### src/rtl/cft_pkg.sv
// Shared types and constants of the CSV field tokenizer.
`default_nettype none

package cft_pkg;

  // Counter widths of the row and column indexes.
  localparam int unsigned ROW_BITS = 16;
  localparam int unsigned COL_BITS = 12;

  typedef logic [ROW_BITS-1:0] row_t;
  typedef logic [COL_BITS-1:0] col_t;

  // Byte codes that the parser reacts to.
  localparam logic [7:0] CH_QUOTE  = 8'h22;
  localparam logic [7:0] CH_LF     = 8'h0A;
  localparam logic [7:0] CH_CR     = 8'h0D;
  localparam logic [7:0] SEP_RESET = 8'h2C;

  // Operation codes of an input item.
  localparam logic OP_DATA = 1'b0;
  localparam logic OP_EOS  = 1'b1;

  // Kind codes of a result item.
  localparam logic [1:0] KIND_CONTENT = 2'd0;
  localparam logic [1:0] KIND_CELL    = 2'd1;
  localparam logic [1:0] KIND_STATUS  = 2'd2;

  // Depth of the queue between front and back, and of the result queue.
  localparam int unsigned QUEUE_DEPTH = 2;

  // One input item.
  typedef struct packed {
    logic       operation;
    logic [7:0] data_byte;
  } item_t;

  // One result item.
  typedef struct packed {
    logic [1:0] kind;
    logic [7:0] content_byte;
    row_t       row;
    col_t       column;
    logic       stray_after_quote;
    logic       error_seen;
    row_t       first_error_row;
    logic       last;
  } result_t;

  // A classified item as the front hands it to the back.
  typedef struct packed {
    logic       eos;
    logic       is_cr;
    logic       is_lf;
    logic       is_quote;
    logic       is_sep;
    logic [7:0] data_byte;
  } cmd_t;

endpackage

`default_nettype wire

### src/rtl/csv_field_tokenizer.sv
// Top level of the streaming CSV field tokenizer.
//
//   channel   direction  handshake          payload
//   input     in         push / full        item_i   (operation, data_byte)
//   result    out        empty / pop        result_o (kind ... last)
//   config    in         cfg_we_i           cfg_wdata_i (separator)
//
// The parser takes one item per cycle while the result queue has room; an item
// with two results (a stray byte after a closing quote, or end of stream with
// an open cell) holds the parser for one step per result, set by the single
// result write port. The first result of an item passes the command queue and
// then the result queue register before it is on the result ports.
// Reset clears the queues, the parser state and sets the separator to comma.
// Either side may stall; the two-entry queues let the other side go on.
`default_nettype none

module csv_field_tokenizer (
  input  wire logic             clk_i,
  input  wire logic             rst_ni,
  input  wire logic             cfg_we_i,
  input  wire logic [7:0]       cfg_wdata_i,
  input  wire logic             push,
  output logic                  full,
  input  wire cft_pkg::item_t   item_i,
  output logic                  empty,
  input  wire logic             pop,
  output cft_pkg::result_t      result_o
);

  logic             cmd_valid, cmd_pop;
  cft_pkg::cmd_t    cmd;
  logic             res_ready, res_we;
  cft_pkg::result_t res;

  // Front: classification and command queue.
  cft_front u_front (
    .clk_i       (clk_i),
    .rst_ni      (rst_ni),
    .cfg_we_i    (cfg_we_i),
    .cfg_wdata_i (cfg_wdata_i),
    .push        (push),
    .full        (full),
    .item_i      (item_i),
    .cmd_valid_o (cmd_valid),
    .cmd_pop_i   (cmd_pop),
    .cmd_o       (cmd)
  );

  // Back: parse state machine.
  cft_back u_back (
    .clk_i       (clk_i),
    .rst_ni      (rst_ni),
    .cmd_valid_i (cmd_valid),
    .cmd_pop_o   (cmd_pop),
    .cmd_i       (cmd),
    .res_ready_i (res_ready),
    .res_we_o    (res_we),
    .res_o       (res)
  );

  // Result queue.
  cft_outq u_outq (
    .clk_i    (clk_i),
    .rst_ni   (rst_ni),
    .we_i     (res_we),
    .wdata_i  (res),
    .ready_o  (res_ready),
    .empty    (empty),
    .pop      (pop),
    .result_o (result_o)
  );

endmodule

`default_nettype wire

### src/rtl/cft_front.sv
// Front part: separator register, byte classification and the command queue.
`default_nettype none

module cft_front (
  input  wire logic          clk_i,
  input  wire logic          rst_ni,
  input  wire logic          cfg_we_i,
  input  wire logic [7:0]    cfg_wdata_i,
  input  wire logic          push,
  output logic               full,
  input  wire cft_pkg::item_t item_i,
  output logic               cmd_valid_o,
  input  wire logic          cmd_pop_i,
  output cft_pkg::cmd_t      cmd_o
);

  localparam int unsigned PtrBits = $clog2(cft_pkg::QUEUE_DEPTH);
  localparam int unsigned CntBits = $clog2(cft_pkg::QUEUE_DEPTH + 1);

  logic [7:0]         sep_q;
  cft_pkg::cmd_t      cmd_in;
  cft_pkg::cmd_t      mem_q [cft_pkg::QUEUE_DEPTH];
  logic [PtrBits-1:0] wr_ptr_q, rd_ptr_q;
  logic [CntBits-1:0] count_q;
  logic               do_push, do_pop;

  // The user must write the separator register only while the block is idle; the block itself does not enforce this.
  always_ff @(posedge clk_i or negedge rst_ni) begin
    if (!rst_ni) begin
      sep_q <= cft_pkg::SEP_RESET;
    end else if (cfg_we_i) begin
      sep_q <= cfg_wdata_i;
    end
  end

  // Classify the incoming byte against the fixed codes and the separator.
  always_comb begin
    cmd_in.eos       = (item_i.operation == cft_pkg::OP_EOS);
    cmd_in.is_cr     = (item_i.data_byte == cft_pkg::CH_CR);
    cmd_in.is_lf     = (item_i.data_byte == cft_pkg::CH_LF);
    cmd_in.is_quote  = (item_i.data_byte == cft_pkg::CH_QUOTE);
    cmd_in.is_sep    = (item_i.data_byte == sep_q);
    cmd_in.data_byte = item_i.data_byte;
  end

  assign full        = (count_q == CntBits'(cft_pkg::QUEUE_DEPTH));
  assign do_push     = push && !full;
  assign cmd_valid_o = (count_q != '0);
  assign do_pop      = cmd_pop_i && cmd_valid_o;
  assign cmd_o       = mem_q[rd_ptr_q];

  // Queue pointers and fill count.
  always_ff @(posedge clk_i or negedge rst_ni) begin
    if (!rst_ni) begin
      wr_ptr_q <= '0;
      rd_ptr_q <= '0;
      count_q  <= '0;
    end else begin
      if (do_push) begin
        wr_ptr_q <= (wr_ptr_q == PtrBits'(cft_pkg::QUEUE_DEPTH - 1)) ? '0
                                                                     : wr_ptr_q + 1'b1;
      end
      if (do_pop) begin
        rd_ptr_q <= (rd_ptr_q == PtrBits'(cft_pkg::QUEUE_DEPTH - 1)) ? '0
                                                                     : rd_ptr_q + 1'b1;
      end
      if (do_push && !do_pop) begin
        count_q <= count_q + 1'b1;
      end else if (do_pop && !do_push) begin
        count_q <= count_q - 1'b1;
      end
    end
  end

  // Queue storage.
  always_ff @(posedge clk_i) begin
    if (do_push) begin
      mem_q[wr_ptr_q] <= cmd_in;
    end
  end

endmodule

`default_nettype wire

### src/rtl/cft_back.sv
// Back part: the parse state machine that turns commands into result items.
`default_nettype none

module cft_back (
  input  wire logic           clk_i,
  input  wire logic           rst_ni,
  input  wire logic           cmd_valid_i,
  output logic                cmd_pop_o,
  input  wire cft_pkg::cmd_t  cmd_i,
  input  wire logic           res_ready_i,
  output logic                res_we_o,
  output cft_pkg::result_t    res_o
);

  typedef enum logic [1:0] {
    MODE_START,
    MODE_PLAIN,
    MODE_QUOTED,
    MODE_QSEEN
  } mode_e;

  mode_e            mode_q, mode_d;
  logic             after_cr_q, after_cr_d;
  logic             line_has_q, line_has_d;
  cft_pkg::row_t    row_q, row_d;
  cft_pkg::col_t    col_q, col_d;
  logic             err_q, err_d;
  cft_pkg::row_t    err_row_q, err_row_d;
  cft_pkg::row_t    rows;
  logic             step;

  assign step = cmd_valid_i && res_ready_i;

  // One step of the parser per cycle while a command waits and the result queue
  // has room. An item with two results is stepped twice: the first step leaves the
  // mode at start of cell and keeps the command, so the second step produces the remaining result.
  always_comb begin
    mode_d     = mode_q;
    after_cr_d = after_cr_q;
    line_has_d = line_has_q;
    row_d      = row_q;
    col_d      = col_q;
    err_d      = err_q;
    err_row_d  = err_row_q;
    cmd_pop_o  = 1'b0;
    res_we_o   = 1'b0;
    rows       = row_q;

    res_o.kind              = cft_pkg::KIND_CELL;
    res_o.content_byte      = 8'h00;
    res_o.row               = row_q;
    res_o.column            = col_q;
    res_o.stray_after_quote = 1'b0;
    res_o.error_seen        = err_q;
    res_o.first_error_row   = err_row_q;
    res_o.last              = 1'b1;

    if (step) begin
      if (cmd_i.eos) begin
        if (mode_q != MODE_START) begin
          // Close the open cell first; the status follows next step.
          res_we_o   = 1'b1;
          res_o.last = 1'b0;
          mode_d     = MODE_START;
        end else begin
          // Report the status and clear the stream state.
          if (line_has_q && (row_q != '1)) begin
            rows = row_q + cft_pkg::row_t'(1);
          end
          res_we_o     = 1'b1;
          res_o.kind   = cft_pkg::KIND_STATUS;
          res_o.row    = rows;
          res_o.column = '0;
          cmd_pop_o    = 1'b1;
          after_cr_d   = 1'b0;
          line_has_d   = 1'b0;
          row_d        = '0;
          col_d        = '0;
          err_d        = 1'b0;
          err_row_d    = '0;
        end
      end else if (cmd_i.is_cr || cmd_i.is_lf) begin
        // Line end; an LF right after a CR is swallowed.
        cmd_pop_o  = 1'b1;
        after_cr_d = cmd_i.is_cr;
        if (!(cmd_i.is_lf && after_cr_q)) begin
          res_we_o   = (mode_q != MODE_START);
          if (row_q != '1) begin
            row_d = row_q + cft_pkg::row_t'(1);
          end
          col_d      = '0;
          line_has_d = 1'b0;
          mode_d     = MODE_START;
        end
      end else begin
        cmd_pop_o  = 1'b1;
        after_cr_d = 1'b0;
        line_has_d = 1'b1;
        unique case (mode_q)
          MODE_START: begin
            if (cmd_i.is_quote) begin
              mode_d = MODE_QUOTED;
            end else if (cmd_i.is_sep) begin
              res_we_o = 1'b1;
              if (col_q != '1) begin
                col_d = col_q + cft_pkg::col_t'(1);
              end
            end else begin
              res_we_o           = 1'b1;
              res_o.kind         = cft_pkg::KIND_CONTENT;
              res_o.content_byte = cmd_i.data_byte;
              mode_d             = MODE_PLAIN;
            end
          end
          MODE_PLAIN: begin
            res_we_o = 1'b1;
            if (cmd_i.is_sep) begin
              if (col_q != '1) begin
                col_d = col_q + cft_pkg::col_t'(1);
              end
              mode_d = MODE_START;
            end else begin
              res_o.kind         = cft_pkg::KIND_CONTENT;
              res_o.content_byte = cmd_i.data_byte;
            end
          end
          MODE_QUOTED: begin
            if (cmd_i.is_quote) begin
              mode_d = MODE_QSEEN;
            end else begin
              res_we_o           = 1'b1;
              res_o.kind         = cft_pkg::KIND_CONTENT;
              res_o.content_byte = cmd_i.data_byte;
            end
          end
          MODE_QSEEN: begin
            res_we_o = 1'b1;
            if (cmd_i.is_quote) begin
              // A doubled quote stands for one quote.
              res_o.kind         = cft_pkg::KIND_CONTENT;
              res_o.content_byte = cmd_i.data_byte;
              mode_d             = MODE_QUOTED;
            end else if (cmd_i.is_sep) begin
              if (col_q != '1) begin
                col_d = col_q + cft_pkg::col_t'(1);
              end
              mode_d = MODE_START;
            end else begin
              // Stray byte after the closing quote: close the cell with the
              // stray flag and keep the command, so the byte then opens a
              // plain cell in the same column.
              cmd_pop_o               = 1'b0;
              err_d                   = 1'b1;
              err_row_d               = err_q ? err_row_q : row_q;
              res_o.stray_after_quote = 1'b1;
              res_o.error_seen        = 1'b1;
              res_o.first_error_row   = err_q ? err_row_q : row_q;
              res_o.last              = 1'b0;
              mode_d                  = MODE_START;
            end
          end
          default: begin
            mode_d = MODE_START;
          end
        endcase
      end
    end
  end

  // Parser state.
  always_ff @(posedge clk_i or negedge rst_ni) begin
    if (!rst_ni) begin
      mode_q     <= MODE_START;
      after_cr_q <= 1'b0;
      line_has_q <= 1'b0;
      row_q      <= '0;
      col_q      <= '0;
      err_q      <= 1'b0;
      err_row_q  <= '0;
    end else begin
      mode_q     <= mode_d;
      after_cr_q <= after_cr_d;
      line_has_q <= line_has_d;
      row_q      <= row_d;
      col_q      <= col_d;
      err_q      <= err_d;
      err_row_q  <= err_row_d;
    end
  end

endmodule

`default_nettype wire

### src/rtl/cft_outq.sv
// Result queue that parts the parser from the consumer.
`default_nettype none

module cft_outq (
  input  wire logic             clk_i,
  input  wire logic             rst_ni,
  input  wire logic             we_i,
  input  wire cft_pkg::result_t wdata_i,
  output logic                  ready_o,
  output logic                  empty,
  input  wire logic             pop,
  output cft_pkg::result_t      result_o
);

  localparam int unsigned PtrBits = $clog2(cft_pkg::QUEUE_DEPTH);
  localparam int unsigned CntBits = $clog2(cft_pkg::QUEUE_DEPTH + 1);

  cft_pkg::result_t   mem_q [cft_pkg::QUEUE_DEPTH];
  logic [PtrBits-1:0] wr_ptr_q, rd_ptr_q;
  logic [CntBits-1:0] count_q;
  logic               do_push, do_pop;

  assign ready_o  = (count_q != CntBits'(cft_pkg::QUEUE_DEPTH));
  assign empty    = (count_q == '0);
  assign do_push  = we_i && ready_o;
  assign do_pop   = pop && !empty;
  assign result_o = mem_q[rd_ptr_q];

  // Queue pointers and fill count.
  always_ff @(posedge clk_i or negedge rst_ni) begin
    if (!rst_ni) begin
      wr_ptr_q <= '0;
      rd_ptr_q <= '0;
      count_q  <= '0;
    end else begin
      if (do_push) begin
        wr_ptr_q <= (wr_ptr_q == PtrBits'(cft_pkg::QUEUE_DEPTH - 1)) ? '0
                                                                     : wr_ptr_q + 1'b1;
      end
      if (do_pop) begin
        rd_ptr_q <= (rd_ptr_q == PtrBits'(cft_pkg::QUEUE_DEPTH - 1)) ? '0
                                                                     : rd_ptr_q + 1'b1;
      end
      if (do_push && !do_pop) begin
        count_q <= count_q + 1'b1;
      end else if (do_pop && !do_push) begin
        count_q <= count_q - 1'b1;
      end
    end
  end

  // Queue storage.
  always_ff @(posedge clk_i) begin
    if (do_push) begin
      mem_q[wr_ptr_q] <= wdata_i;
    end
  end

endmodule

`default_nettype wire

### config.mk
export PLATFORM = sky130hd
export DESIGN_NAME = csv_field_tokenizer
export DESIGN_NICKNAME = d
export VERILOG_FILES = /design/src/rtl/cft_pkg.sv /design/src/rtl/csv_field_tokenizer.sv /design/src/rtl/cft_front.sv /design/src/rtl/cft_back.sv /design/src/rtl/cft_outq.sv
export SDC_FILE = /design/constraint.sdc
export NUM_CORES = 1
export LEC_CHECK = 0
export BUFFER_PORTS_ARGS = -buffer_cell sky130_fd_sc_hd__buf_2
export CAP_MARGIN = 30
export CORE_UTILIZATION = 45
export CTS_CLUSTER_DIAMETER = 150
export CTS_CLUSTER_SIZE = 24
export DETAILED_ROUTE_END_ITERATION = 10
export PLACE_DENSITY_LB_ADDON = 0.25
export SLEW_MARGIN = 5
export SYNTH_ARGS = -nofsm -noshare
export SYNTH_HDL_FRONTEND = slang
export SYNTH_SLANG_ARGS = --single-unit
### constraint.sdc
create_clock -name clk_i -period 7.6 [get_ports clk_i]
set_clock_uncertainty 0.15 [all_clocks]
set_input_delay 1.14 -clock clk_i [delete_from_list [all_inputs] [get_ports clk_i]]
set_output_delay 1.14 -clock clk_i [all_outputs]
set_load 0.01 [all_outputs]
Word level (Yosys, flattened, before mapping):

Memories as Yosys holds them, arrays and structs flattened.
Index checks and enable logic that the tools add are counted.

* memories: 2
* bits in registers: 65
* bits in latches: 0
* output and inout port bits: 59
* bits in read-only memories: 0
* word-level logic and storage cells: 169
* bits in writable memories: 140
* input bits: 22

* multipliers: 0
* shift operators: 0
* $lt $le $gt $ge: 0
* bitwise operators: 0
* reduce and logical (&&, ||, !) cells: 37
* divide/modulo/power cells: 0
* $add $sub $neg: 10
* equal/unequal tests: 22
* muxes and demuxes: 84

Memory list
* u_outq.mem_q: depth 2, bits a word 57, rd ports 1, clocked after Yosys merged registers in 0, wr ports 1, line cft_outq.sv:18 `cft_pkg::result_t mem_q [cft_pkg::QUEUE_DEPTH];`
* u_front.mem_q: depth 2, bits a word 13, rd ports 1, clocked after Yosys merged registers in 0, wr ports 1, line cft_front.sv:22 `cft_pkg::cmd_t mem_q [cft_pkg::QUEUE_DEPTH];`

Operators with widths (count)
* 2-to-1 mux 16 bit: 12
* 2-to-1 mux 12 bit: 7
* 2-to-1 mux 19 bit: 4
* 2-to-1 mux 57 bit: 1
* 2-to-1 mux 28 bit: 2
* one-hot mux 10 bit (4 select lines): 1
* 2-to-1 mux 1 bit: 32
* 2-to-1 mux 2 bit: 15
* 2-to-1 mux 9 bit: 3
* one-hot mux 12 bit (2 select lines): 1
* 2-to-1 mux 10 bit: 2
* 2-to-1 mux 18 bit: 1
* adder 16 x 1 -> 16 bit, second input constant: 1
* == test 8 x 4 -> 1 bit, second input constant: 2
* inequality test 16 bit, second input constant: 1
* nonzero test 2 bit: 7
* adder 12 x 1 -> 12 bit, second input constant: 1
* inequality test 12 bit, second input constant: 1
* AND reduction 6 bit: 2
* logical AND 1 bit: 11
* AND reduction 5 bit: 2
* == test 8 x 6 -> 1 bit, second input constant: 1
* == test 8 bit: 1
* 2-to-1 mux 8 bit: 1
* other kinds (20): 41

Depth between registers and ports, before layout:

* depth after elaboration: 11
* mapped depth: 10
* depth with buffers taken out: 9

By module:

From an unflattened synthesis, not the netlist that was laid out.

* cell total of the unflattened synthesis: 667
* area, all modules: 9499.1 um^2

Modules (own cells, without submodules)
* cft_outq: cells each 195, area an instance 4381.7 um^2, times used 1
* cft_back: cells each 378, area an instance 3543.4 um^2, times used 1
* cft_front: cells each 94, area an instance 1574.0 um^2, times used 1

Worst setup path after synthesis:

Ideal clock, no wire load.

* path kind: register to register
* start: register u_front.rd_ptr_q
* end: memory u_outq.mem_q[0][0] in the netlist's numbering, enable pin
* arrival: 3.862 ns
* period minus slack after synthesis: 4.491 ns
* path slack: 3.109 ns
* stages on the path, launching flop included: 7
* setup time: 0.479 ns
* cells stage by stage: dfrtp_1 -> buf_6 -> nor3_1 -> nor2_1 -> mux2i_1 -> o21a_1 -> nor2b_1

* cells in the longest elaborated chain, start to end: 9
* elaborated cells between the ends (all ways): 12
* classes of those cells: 8 x mux; 3 x reduce/logical; 1 x memory

RTL lines
* start: declaration: line cft_front.sv:23 `logic [PtrBits-1:0] wr_ptr_q, rd_ptr_q;`
* start signal: assignment: line cft_front.sv:64 `rd_ptr_q <= (rd_ptr_q == PtrBits'(cft_pkg::QUEUE_DEPTH - 1)) ? '0`
* memory (2 x 13 bit) *
* 2-to-1 mux 1 bit or logical AND 1 bit (tied branches): line cft_back.sv:101, cft_back.sv:86
* one-hot mux 1 bit (2 select lines) or 2-to-1 mux 1 bit (tied branches): line cft_back.sv:99, cft_back.sv:86
* 2-to-1 mux 1 bit: line cft_back.sv:82 `end else if (cmd_i.is_cr || cmd_i.is_lf) begin`
* 2-to-1 mux 1 bit *: line cft_back.sv:59 `if (cmd_i.eos) begin`
* 2-to-1 mux 1 bit *: line cft_back.sv:58 `if (step) begin`
* logical AND 1 bit *: line cft_outq.sv:25 `assign do_push = we_i && ready_o;`
* net u_outq.do_push: line cft_outq.sv:21 `logic do_push, do_pop;`
* 2-to-1 mux 1 bit *: line cft_outq.sv:54 `if (do_push) begin`
* 2-to-1 mux 1 bit (not written as such) *: line cft_outq.sv:55 `mem_q[wr_ptr_q] <= wdata_i;`
* end: declaration: line cft_outq.sv:18

Mark *: on every way through the listed nets, which the timed path passes. The rest lies on a longest branch.

Final worst setup path:

* start: register u_front.rd_ptr_q
* end: memory u_outq.mem_q[0][12] in the netlist's numbering, enable pin

Same word-level chain as after synthesis.

==> qor.csv <==
metric,value,unit
P_sw,1.42,mW
post-synthesis adder-cell area fraction,0.0136,
Routed WL per cell,17.6,microns
Remaining DRCs,0,
1st-iter DRT viols,431,
post-cts sizing count,0,
critical path class,flop to flop,
status,finished clean,
Yosys reg bits,205,
most frequent cells in the layout,"140 x edfxtp_1, 81 x buf_2, 69 x mux2_2, 61 x dfrtp_1, 42 x nor2_1",
Sequential Power Share,0.455,
HP Start,u_back.err_row_q[2],
fillcell total,1706,
Final setup viols,0,
LEAKAGE,3.98,nW
Internal,2.54,mW
ys async rst share,0.317,
Clk pwr share,0.168,
row count,51,
instance count of the mapped netlist,669,
Syn Std Cell Area,0.00921,sq mm
layout cells sized above 1,0.261,
Ys Warns,0,
Post-layout nets,772,
post-CTS setup buffer count,0,
fmax,249,MHz
post-DP HPWL,12200,microns
GPL Wtd Cong,0.900,
Post-Place Cells,991,
post-route cell area,0.0102,sq mm
vias post-DR,5582,
R2R cell count,6,
total global-route track usage,0.173,
R2R Path End,u_outq.mem_q[0][12],
post-route ant nets,0,
Cells on Worst Hold Path,1,
post-synthesis simple-gate area fraction,0.101,
Post-Layout Cell Count,1011,
routed vias/inst,5.52,
DIE WIDTH,145,microns
final period utilization,0.527,
Clk Tree Root Cell,clkbuf_16,
maximum vdd drop,254,uV
"Seq/Total Area, Yosys",0.634,
Post-Synth XOR/XNOR Area,0.0314,
n_diodes,0,
IO Count,81,
CTS Sinks,205,
Routed WL,17800,microns
largest family of logic cells by synthesized area,multiplexers,
DR pass1 iterations,5,
grt total ovfl,0,
Syn Area/Cell,13.8,sq um
Worst-Margin Slew,0.954,ns
largest net degree at the start of global routing,66,
"Reg clk slew, reported paths",0.09,ns
CTS tree,built,
combinational power share,0.377,
H-tree lvl count,1,
syn_nets,701,
die area,0.0210,sq mm
Max-Cap Viols,0,
Startpoint Class,flop,
"Area growth, synth to finish",11.1,%
first-pass GRT wire length,29600,microns
worst-skew pair later-pin latency,0.47,ns
Reg-to-Reg Start,u_front.rd_ptr_q,
"most common cell after layout, fill and taps aside",edfxtp_1,
reg2reg setup slack,3.59,ns
Hold Path Class,flop to flop,
vias in the first global route,5828,
"EDFF count, synth",140,
setup_tns,0,ns
minimum clock period,4.01,ns
CP Capture Type,flop,
Compound-Gate Fraction of Synth Area,0.0720,
mux cell area share after synthesis,0.127,
PD cells,387,mW/mm^2
cts bufs inserted,12,
hold violation total from the final report,0,
switching share of power,0.359,
critical path arrival,3.96,ns
Required @ worst endpoint,7.56,ns
RSZ-0062 raised after global routing,false,
fin. max-slew vios,0,
Rel. slew slack,0.364,
Bufs on Longest Clock Path,3,
Hold Slack,0.349,ns
synth unique cells,64,
dominant synthesized flop cell,edfxtp_1,
CP Max Fanout,36,
Tot Pwr,3.96,mW
Core Footprint,0.0198,sq mm
initial antenna violation count,0,
WHS Endpoint,u_back.err_row_q[2],
IO buf count,80,
CTS hold repair buffers,0,
placed inst area,0.00987,sq mm
Die Height,145,microns
starting density of the core,0.466,
## worst max-delay path by stage
stage,from,end,slack [ns],cells past startpoint
6_report,u_front.rd_ptr_q,u_outq.mem_q[0][12],3.59,6
5_1_grt,u_front.rd_ptr_q,u_outq.mem_q[0][12],3.26,6
4_1_cts,u_front.rd_ptr_q,u_outq.mem_q[0][12],3.56,6
3_5_place_dp,u_front.rd_ptr_q,u_outq.mem_q[0][53],3.60,6
3_3_place_gp,u_front.rd_ptr_q,u_outq.mem_q[0][53],3.76,6
2_1_floorplan,u_front.rd_ptr_q,u_outq.mem_q[0][0],3.11,6
## final cells by class
class | count | area [sq um] | share of cell area
Sequential cell | 205 | 5840 | 0.570
Clock inverter | 1 | 16.3 | 0.00159
Inverter | 14 | 52.6 | 0.00514
Timing Repair Buffer | 88 | 458 | 0.0448
Multi-Input combinational cell | 419 | 3190 | 0.312
Tap cell | 265 | 332 | 0.0324
Clock buffer | 19 | 348 | 0.0340
## cells in the mapped netlist (all sizes together) (11+ instances only)
cell / count / area, sq um
nand4: 11 / 68.8
nor2b: 12 / 75.1
buf: 14 / 76.3
a21oi: 16 / 80.1
edfxtp: 140 / 4200
dfrtp: 62 / 1550
mux2i: 20 / 204
nand3: 16 / 80.1
nand2: 41 / 154
xnor2: 23 / 201
a22o: 17 / 149
mux2: 85 / 965
clkbuf: 17 / 65.1
o21ai: 20 / 104
inv: 13 / 48.8
nor2: 43 / 164
## power groups by stage
stage / combinational, mW / clock [mW] / sequential [mW]
final: 1.49 / 0.664 / 1.80
after global routing: 1.64 / 0.722 / 1.85
after CTS: 1.52 / 0.688 / 1.81
after detailed placement: 1.52 / 0 / 1.83
after global placement: 1.47 / 0 / 1.82
after floorplan: 1.10 / 0 / 1.75
## worst max-delay path, stage by stage (launching register included)
cell and delay (ns):
dfrtp_1 0.98, mux2i_1 0.79, nor3_1 0.11, mux2i_1 0.16, o21a_1 0.21, nor2b_4 0.63
buf_4 0.58
## cells by family after synthesis
logic type      count (synthesis)
mux                           105
simple gates                  178
flops                         205
compound gates                 93
buf+inv                        45
xor+xnor                       33
fa+ha+maj                      10
## through the flow
step	setup slack [ns]	util
floorplan	3.11	-
global placement	3.76	0.498
detailed placement	3.60	0.499
CTS	3.56	0.517
global route	3.26	0.517
finish	3.59	0.517
## state kept, by name (all words and copies together) (netlist names), 2 cells and up
name,flops
u_back.err_row_q,16
u_outq.count_q,2
u_front.mem_q,26
u_back.col_q,12
u_front.sep_q,8
u_front.count_q,2
u_back.mode_q,2
u_outq.mem_q,114
u_back.row_q,16
## layer usage
metal	global-route usage	share of wire
met3	0.0270	0.043
met4	0.0516	0.021
met2	0.304	0.50
met1	0.221	0.43
met5	0	0
Power figures use the tool's default switching activity.
